===== src/design/dcfd_pkg.sv =====
package dcfd_pkg;

  // Opcodes that the back end carries out
  localparam logic [5:0] OP_FULL_SYNC   = 6'h29;
  localparam logic [5:0] OP_SCISSOR     = 6'h2D;
  localparam logic [5:0] OP_OTHER_MODES = 6'h2F;
  localparam logic [5:0] OP_COMBINE     = 6'h3C;

  // Opcodes with a length other than two words
  localparam logic [5:0] OP_TRI              = 6'h08;
  localparam logic [5:0] OP_TRI_Z            = 6'h09;
  localparam logic [5:0] OP_TRI_TEX          = 6'h0A;
  localparam logic [5:0] OP_TRI_TEX_Z        = 6'h0B;
  localparam logic [5:0] OP_TRI_SHADE        = 6'h0C;
  localparam logic [5:0] OP_TRI_SHADE_Z      = 6'h0D;
  localparam logic [5:0] OP_TRI_SHADE_TEX    = 6'h0E;
  localparam logic [5:0] OP_TRI_SHADE_TEX_Z  = 6'h0F;
  localparam logic [5:0] OP_TEX_RECT         = 6'h24;
  localparam logic [5:0] OP_TEX_RECT_FLIP    = 6'h25;

  localparam int MIN_LEN = 2;
  localparam int MAX_LEN = 63;

  // A completed command: its first and its last word
  typedef struct packed {
    logic [31:0] first;
    logic [31:0] last;
  } cmd_t;

  typedef struct packed {
    logic [5:0]  opcode;
    logic        sync_interrupt;
    logic        unhandled;
    logic [9:0]  scissor_x_high;
    logic [9:0]  scissor_y_high;
    logic [9:0]  scissor_x_low;
    logic [9:0]  scissor_y_low;
    logic [55:0] combine_settings;
    logic [49:0] other_mode_settings;
  } res_t;

  // Command length in words; long_len is the length of the largest triangle
  function automatic logic [5:0] command_len(logic [5:0] op, logic [5:0] long_len);
    logic [5:0] len;
    unique case (op)
      OP_TRI:             len = 6'd8;
      OP_TRI_Z:           len = 6'd12;
      OP_TRI_TEX:         len = 6'd24;
      OP_TRI_TEX_Z:       len = 6'd28;
      OP_TRI_SHADE:       len = 6'd24;
      OP_TRI_SHADE_Z:     len = 6'd28;
      OP_TRI_SHADE_TEX:   len = 6'd40;
      OP_TRI_SHADE_TEX_Z: len = long_len;
      OP_TEX_RECT:        len = 6'd4;
      OP_TEX_RECT_FLIP:   len = 6'd4;
      default:            len = 6'd2;
    endcase
    return len;
  endfunction

endpackage


===== src/design/dcfd_front.sv =====
module dcfd_front #(
  parameter int MAX_COMMAND_WORDS = 44
) (
  input  logic               clk_i,
  input  logic               rst_ni,
  input  logic               push_i,
  input  logic [31:0]        command_word_i,
  output logic               full_o,
  output logic               cmd_push_o,
  output dcfd_pkg::cmd_t     cmd_o,
  input  logic               cmd_full_i
);
  import dcfd_pkg::*;

  localparam int ClampedLen = (MAX_COMMAND_WORDS < MIN_LEN) ? MIN_LEN :
                              (MAX_COMMAND_WORDS > MAX_LEN) ? MAX_LEN : MAX_COMMAND_WORDS;
  localparam logic [5:0] LongLen = 6'(ClampedLen);

  logic [5:0]  words_left_q, words_left_d;
  logic [31:0] held_q, held_d;
  logic        accept;

  assign full_o = cmd_full_i;
  assign accept = push_i && !full_o;

  always_comb begin
    words_left_d = words_left_q;
    held_d       = held_q;
    cmd_push_o   = 1'b0;
    if (accept) begin
      if (words_left_q == 6'd0) begin
        held_d       = command_word_i;
        words_left_d = command_len(command_word_i[29:24], LongLen) - 6'd1;
      end else begin
        words_left_d = words_left_q - 6'd1;
        cmd_push_o   = (words_left_q == 6'd1);
      end
    end
  end

  assign cmd_o.first = held_q;
  assign cmd_o.last  = command_word_i;

  always_ff @(posedge clk_i or negedge rst_ni) begin
    if (!rst_ni) begin
      words_left_q <= 6'd0;
      held_q       <= 32'd0;
    end else begin
      words_left_q <= words_left_d;
      held_q       <= held_d;
    end
  end

endmodule


===== src/design/dcfd_cmd_fifo.sv =====
module dcfd_cmd_fifo (
  input  logic           clk_i,
  input  logic           rst_ni,
  input  logic           push_i,
  input  dcfd_pkg::cmd_t cmd_i,
  output logic           full_o,
  input  logic           pop_i,
  output logic           empty_o,
  output dcfd_pkg::cmd_t cmd_o
);
  import dcfd_pkg::*;

  localparam int Depth = 2;

  cmd_t       entry_q [Depth];
  logic       wr_ptr_q, rd_ptr_q;
  logic [1:0] count_q;
  logic       do_push, do_pop;

  assign full_o  = (count_q == 2'(Depth));
  assign empty_o = (count_q == 2'd0);
  assign do_push = push_i && !full_o;
  assign do_pop  = pop_i && !empty_o;
  assign cmd_o   = entry_q[rd_ptr_q];

  always_ff @(posedge clk_i) begin
    if (do_push) begin
      entry_q[wr_ptr_q] <= cmd_i;
    end
  end

  always_ff @(posedge clk_i or negedge rst_ni) begin
    if (!rst_ni) begin
      wr_ptr_q <= 1'b0;
      rd_ptr_q <= 1'b0;
      count_q  <= 2'd0;
    end else begin
      if (do_push) wr_ptr_q <= ~wr_ptr_q;
      if (do_pop)  rd_ptr_q <= ~rd_ptr_q;
      if (do_push && !do_pop) begin
        count_q <= count_q + 2'd1;
      end else if (do_pop && !do_push) begin
        count_q <= count_q - 2'd1;
      end
    end
  end

endmodule


===== src/design/dcfd_back.sv =====
module dcfd_back (
  input  logic           clk_i,
  input  logic           rst_ni,
  input  logic           cmd_empty_i,
  input  dcfd_pkg::cmd_t cmd_i,
  output logic           cmd_pop_o,
  input  logic           pop_i,
  output logic           empty_o,
  output dcfd_pkg::res_t res_o
);
  import dcfd_pkg::*;

  logic        valid_q;
  logic [5:0]  opcode_q, opcode_d;
  logic        sync_q, sync_d;
  logic        unh_q, unh_d;
  logic [39:0] scissor_q, scissor_d;
  logic [55:0] combine_q, combine_d;
  logic [49:0] other_q, other_d;
  logic        take;

  // Advance when the output slot is free or being emptied this cycle
  assign take      = !cmd_empty_i && (!valid_q || pop_i);
  assign cmd_pop_o = take;
  assign empty_o   = !valid_q;

  always_comb begin
    opcode_d  = cmd_i.first[29:24];
    sync_d    = 1'b0;
    unh_d     = 1'b0;
    scissor_d = scissor_q;
    combine_d = combine_q;
    other_d   = other_q;
    unique case (opcode_d)
      OP_FULL_SYNC:   sync_d = 1'b1;
      OP_SCISSOR:     scissor_d = {cmd_i.first[23:14], cmd_i.first[11:2],
                                   cmd_i.last[23:14], cmd_i.last[11:2]};
      OP_OTHER_MODES: other_d = {cmd_i.first[21:4], cmd_i.last};
      OP_COMBINE:     combine_d = {cmd_i.first[23:0], cmd_i.last};
      default:        unh_d = 1'b1;
    endcase
  end

  always_ff @(posedge clk_i or negedge rst_ni) begin
    if (!rst_ni) begin
      valid_q   <= 1'b0;
      opcode_q  <= 6'd0;
      sync_q    <= 1'b0;
      unh_q     <= 1'b0;
      scissor_q <= 40'd0;
      combine_q <= 56'd0;
      other_q   <= 50'd0;
    end else begin
      if (take) begin
        valid_q   <= 1'b1;
        opcode_q  <= opcode_d;
        sync_q    <= sync_d;
        unh_q     <= unh_d;
        scissor_q <= scissor_d;
        combine_q <= combine_d;
        other_q   <= other_d;
      end else if (pop_i) begin
        valid_q <= 1'b0;
      end
    end
  end

  // Stores only change when the next command is taken from the queue, so they can drive the ports
  assign res_o.opcode              = opcode_q;
  assign res_o.sync_interrupt      = sync_q;
  assign res_o.unhandled           = unh_q;
  assign res_o.scissor_x_high      = scissor_q[39:30];
  assign res_o.scissor_y_high      = scissor_q[29:20];
  assign res_o.scissor_x_low       = scissor_q[19:10];
  assign res_o.scissor_y_low       = scissor_q[9:0];
  assign res_o.combine_settings    = combine_q;
  assign res_o.other_mode_settings = other_q;

endmodule


===== src/design/display_command_framer_decoder.sv =====
// Display-list command framer and decoder.
// Input channel: one 32-bit display-list word per transaction, taken at a
// rising edge with push_i high and full_o low. The first word of a command
// carries the opcode in bits 29..24; its length in words comes from a fixed
// table (the largest triangle's length is MAX_COMMAND_WORDS, held to 2..63).
// Result channel: one result per completed command, shown while empty_o is
// low and taken at a rising edge with pop_i high. Each result carries the
// opcode, the sync and unhandled flags, and the latched scissor, combine and
// other-mode fields as they stand after the command.
// Throughput: one word per cycle while full_o is low. The framer counts
// words; a two-entry command queue feeds the decoder, which completes one
// command per cycle into a single output register refilled when popped.
// A completed command enters the command queue, then the output register.
// When pop_i stays low, the command queue fills and full_o rises; words are
// then held off until results are taken again.
// Reset clears the word count, the held first word, all latched fields and
// both queues; the block takes words in the first cycle after reset.
module display_command_framer_decoder #(
  parameter int MAX_COMMAND_WORDS = 44
) (
  input  logic        clk_i,
  input  logic        rst_ni,
  input  logic        push_i,
  input  logic [31:0] command_word_i,
  output logic        full_o,
  input  logic        pop_i,
  output logic        empty_o,
  output logic [5:0]  opcode_o,
  output logic        sync_interrupt_o,
  output logic        unhandled_o,
  output logic [9:0]  scissor_x_high_o,
  output logic [9:0]  scissor_y_high_o,
  output logic [9:0]  scissor_x_low_o,
  output logic [9:0]  scissor_y_low_o,
  output logic [55:0] combine_settings_o,
  output logic [49:0] other_mode_settings_o
);
  import dcfd_pkg::*;

  cmd_t front_cmd, back_cmd;
  logic cmd_push, cmd_full, cmd_pop, cmd_empty;
  res_t res;

  dcfd_front #(
    .MAX_COMMAND_WORDS(MAX_COMMAND_WORDS)
  ) u_front (
    .clk_i          (clk_i),
    .rst_ni         (rst_ni),
    .push_i         (push_i),
    .command_word_i (command_word_i),
    .full_o         (full_o),
    .cmd_push_o     (cmd_push),
    .cmd_o          (front_cmd),
    .cmd_full_i     (cmd_full)
  );

  dcfd_cmd_fifo u_cmd_fifo (
    .clk_i   (clk_i),
    .rst_ni  (rst_ni),
    .push_i  (cmd_push),
    .cmd_i   (front_cmd),
    .full_o  (cmd_full),
    .pop_i   (cmd_pop),
    .empty_o (cmd_empty),
    .cmd_o   (back_cmd)
  );

  dcfd_back u_back (
    .clk_i       (clk_i),
    .rst_ni      (rst_ni),
    .cmd_empty_i (cmd_empty),
    .cmd_i       (back_cmd),
    .cmd_pop_o   (cmd_pop),
    .pop_i       (pop_i),
    .empty_o     (empty_o),
    .res_o       (res)
  );

  assign opcode_o              = res.opcode;
  assign sync_interrupt_o      = res.sync_interrupt;
  assign unhandled_o           = res.unhandled;
  assign scissor_x_high_o      = res.scissor_x_high;
  assign scissor_y_high_o      = res.scissor_y_high;
  assign scissor_x_low_o       = res.scissor_x_low;
  assign scissor_y_low_o       = res.scissor_y_low;
  assign combine_settings_o    = res.combine_settings;
  assign other_mode_settings_o = res.other_mode_settings;

endmodule

===== config.mk =====
export PLATFORM = sky130hd
export DESIGN_NAME = display_command_framer_decoder
export DESIGN_NICKNAME = d
export VERILOG_FILES = /design/src/design/dcfd_pkg.sv /design/src/design/dcfd_front.sv /design/src/design/dcfd_cmd_fifo.sv /design/src/design/dcfd_back.sv /design/src/design/display_command_framer_decoder.sv
export SDC_FILE = /design/constraint.sdc
export NUM_CORES = 1
export LEC_CHECK = 0
export BUFFER_PORTS_ARGS = -buffer_cell sky130_fd_sc_hd__clkbuf_2
export CORE_MARGIN = 2
export CORE_UTILIZATION = 45
export DETAILED_ROUTE_END_ITERATION = 6
export PLACE_DENSITY = 0.66
export SLEW_MARGIN = 15
export SYNTH_ARGS = -nofsm -noshare
export SYNTH_HDL_FRONTEND = slang
export SYNTH_SLANG_ARGS = --single-unit
export TNS_END_PERCENT = 100

===== constraint.sdc =====
create_clock -name clk_i -period 8.6 [get_ports clk_i]
set_input_delay 0.86 -clock clk_i [delete_from_list [all_inputs] [get_ports clk_i]]
set_output_delay 0.86 -clock clk_i [all_outputs]
set_load 0.05 [all_outputs]

==> results.cfg <==
[run_status]
status = finished clean

[synthesis]
synth_edf_count = 124
syn_inst = 673
synth_ff_type = dfrtp_1
seq_area_frac_synth = 0.7075
yosys_register_bits = 319
syn_avg_cell_area_um2 = 18.07
synthArstFlopShare = 0.6113
yosysWarnings = 0
synth_area_mm2 = 0.01216
syn_nets = 713
ys_types = 46

[floorplanning]
die-area_mm2 = 0.02835
core-area_mm2 = 0.02673
die_h_um = 168.4
io_pins = 192
core.rowCount = 60
die_w_um = 168.4
initial_core_util = 0.4550

[cells_and_area]
diodes = 0
syn_to_final_growth_pct = 20.18
layout-drive-gt1-share = 0.4273
nets = 921
fillCellCount = 2155
final_common_cell = dfrtp_1
final_util = 0.5468
layout_common_cells = 194 x dfrtp_1, 190 x clkbuf_2, 124 x edfxtp_1

[power]
p_comb_frac = 0.295
clkPwrFrac = 0.284
p_int_mw = 3.321
p_per_area_mw_per_mm2 = 356.8
netSwitchingFraction = 0.3631
pwr-share-seq = 0.420
power.switching_mw = 1.894
ir_worst_vdd_mv = 0.2442
leakagePower_nw = 6.777

[routing]
drt.antenna.violating_nets = 0
wl_per_cell_um = 18.83
drt_first_iter_violations = 369
wl_um = 23520
vias_per_cell = 5.085
via_count = 6351
dr.pass1.iters = 4
drc = 0

[clocking]
numCtsBuffers = 35
clk_latency_ns = 0.50
cts_hold_buf = 0
cts_root_buf = clkbuf_16
clockBufferDepth = 3
clk_pin_slew_ns = 0.06
cts_tree = built
htree_levels = 2
clock-sinks = 319
cts_resized = 0
postCtsSetupBuffers = 0

[global_routing]
grt_pass1_vias = 6598
grt_pass1_wl_um = 37550
grtUsageTotal = 0.1687
overflow = 0
antenna_found_initial = 0
grt_max_degree = 80

[job]
maxCapViolations = 0

[placement]
port_buffers = 191
dp_hpwl_um = 14440
place_congestion = 0.7679

[setup_path]
critPathLaunch = u_cmd_fifo.rd_ptr_q
rrSetupSlack_ns = 5.21
crit_path_end_kind = register
endpoint = u_back.other_q[8]
crit_required_ns = 8.97
setup.worst_path.class = register to register
reg2reg_to = u_back.other_q[8]
startpoint_type = register
reg2regPathDepth = 4
r2r-start = u_cmd_fifo.rd_ptr_q
cp_max_fo = 69
cp.arrival_ns = 3.76

[sta]
slew_viol_final = 0
fin_skew_ns = 0.01266
finalSetupViolCount = 0
setup_tns_ns = 0
relSlewSlack = 0.2642
rsz0062_at_grt = false
hold_violations = 0
timing.final.crit_period_ns = 3.393
max_freq_mhz = 294.7
fin_crit_sh = 0.3946
worstMarginPinSlew_ns = 1.102

[worst_hold_path]
worstHoldPathType = input pin to asynchronous set/reset pin
-- synth_stat cells (all sizes together), types with 3 or more instances --
master | number | area share
mux2 | 235 | 0.23
clkbuf | 6 | 0.0019
nor2b | 4 | 0.0021
nor2 | 8 | 0.0025
buf | 20 | 0.011
nand2 | 12 | 0.0037
ha | 4 | 0.0041
edfxtp | 124 | 0.31
o21ai | 8 | 0.0033
nand2b | 4 | 0.0021
inv | 5 | 0.0015
xor2 | 4 | 0.0029
and2 | 3 | 0.0015
mux2i | 5 | 0.0041
dfrtp | 195 | 0.40
a21oi | 3 | 0.0012
-- state kept, by name (all words and copies together), names as in the netlist --
name / flops
u_back.other_q: 50
u_back.valid_q: 1
u_cmd_fifo.rd_ptr_q: 1
u_back.scissor_q: 40
u_front.held_q: 30
u_back.unh_q: 1
u_back.combine_q: 56
u_cmd_fifo.count_q: 2
u_cmd_fifo.entry_q: 124
u_back.opcode_q: 6
u_back.sync_q: 1
u_cmd_fifo.wr_ptr_q: 1
u_front.words_left_q: 6
-- worst max-delay path, stage by stage, from the launching register on --
cell      delay, ns
dfrtp_4        1.09
mux2i_1        0.30
nor3_4         0.29
nand4b_4       0.88
mux2_1         0.66
-- layer usage --
layer | GRT usage | routed length [µm]
met2 | 0.2687 | 11210
met4 | 0.04498 | 401
met3 | 0.03362 | 1035
met5 | 0 | 0
met1 | 0.2391 | 10870
-- how the worst min path moves through the flow --
stage,from,to,slack [ns],cells past startpoint
finish,rst_ni,u_back.scissor_q[22],0.40,1
global route,rst_ni,u_back.scissor_q[22],0.43,1
CTS,rst_ni,u_back.combine_q[36],0.41,1
detailed placement,u_front.held_q[24],u_cmd_fifo.entry_q[1][56],0.45,0
global placement,u_front.held_q[1],u_cmd_fifo.entry_q[1][33],0.44,0
floorplan,u_front.held_q[0],u_cmd_fifo.entry_q[0][32],0.44,0
-- through the flow --
| step | instance area, µm² | hold slack (ns) | cells | power [mW] | worst slack, ns |
|---|---|---|---|---|---|
| floorplan | 12160 | 0.4366 | 673 | 3.359 | 3.816 |
| global placement | 13470 | 0.4424 | 1185 | 3.743 | 5.197 |
| detailed placement | 13470 | 0.4505 | 1185 | 3.774 | 5.097 |
| CTS | 14610 | 0.4101 | 1249 | 5.276 | 5.071 |
| global route | 14610 | 0.4329 | 1249 | 5.454 | 4.869 |
| finish | 14610 | 0.3969 | 1249 | 5.215 | 5.207 |
-- cell type report --
type,count,area (µm²),area share
multi-input cells,323,3408,0.2332
repair buffers,197,1010,0.06909
clock buffers,43,935.9,0.06404
well taps,341,426.7,0.02920
inverters,5,18.77,0.001284
clock inverters,21,207.7,0.01421
flip-flops and latches,319,8607,0.5890
-- power by group through the flow --
stage	clock network, mW	registers, mW	logic [mW]
floorplan	0	2.80	0.559
global placement	0	2.21	1.53
detailed placement	0	2.22	1.55
CTS	1.52	2.20	1.56
global route	1.59	2.24	1.63
finish	1.48	2.19	1.54
-- logic make-up (layout without fill, tap and decap cells) --
family                   Yosys count  count (layout)  share of synthesized area
flip-flops                       319             319                     0.7075
multiplexers                     240             240                     0.2310
AND/OR/NAND/NOR                   46              46                    0.02356
buffers and inverters             31             266                    0.01399
AO/OA/AOI/OAI                     27              27                    0.01554
XOR/XNOR                           6               6                   0.004321
adder cells (fa/ha/maj)            4               4                   0.004116
Power figures use the tool's default switching activity.
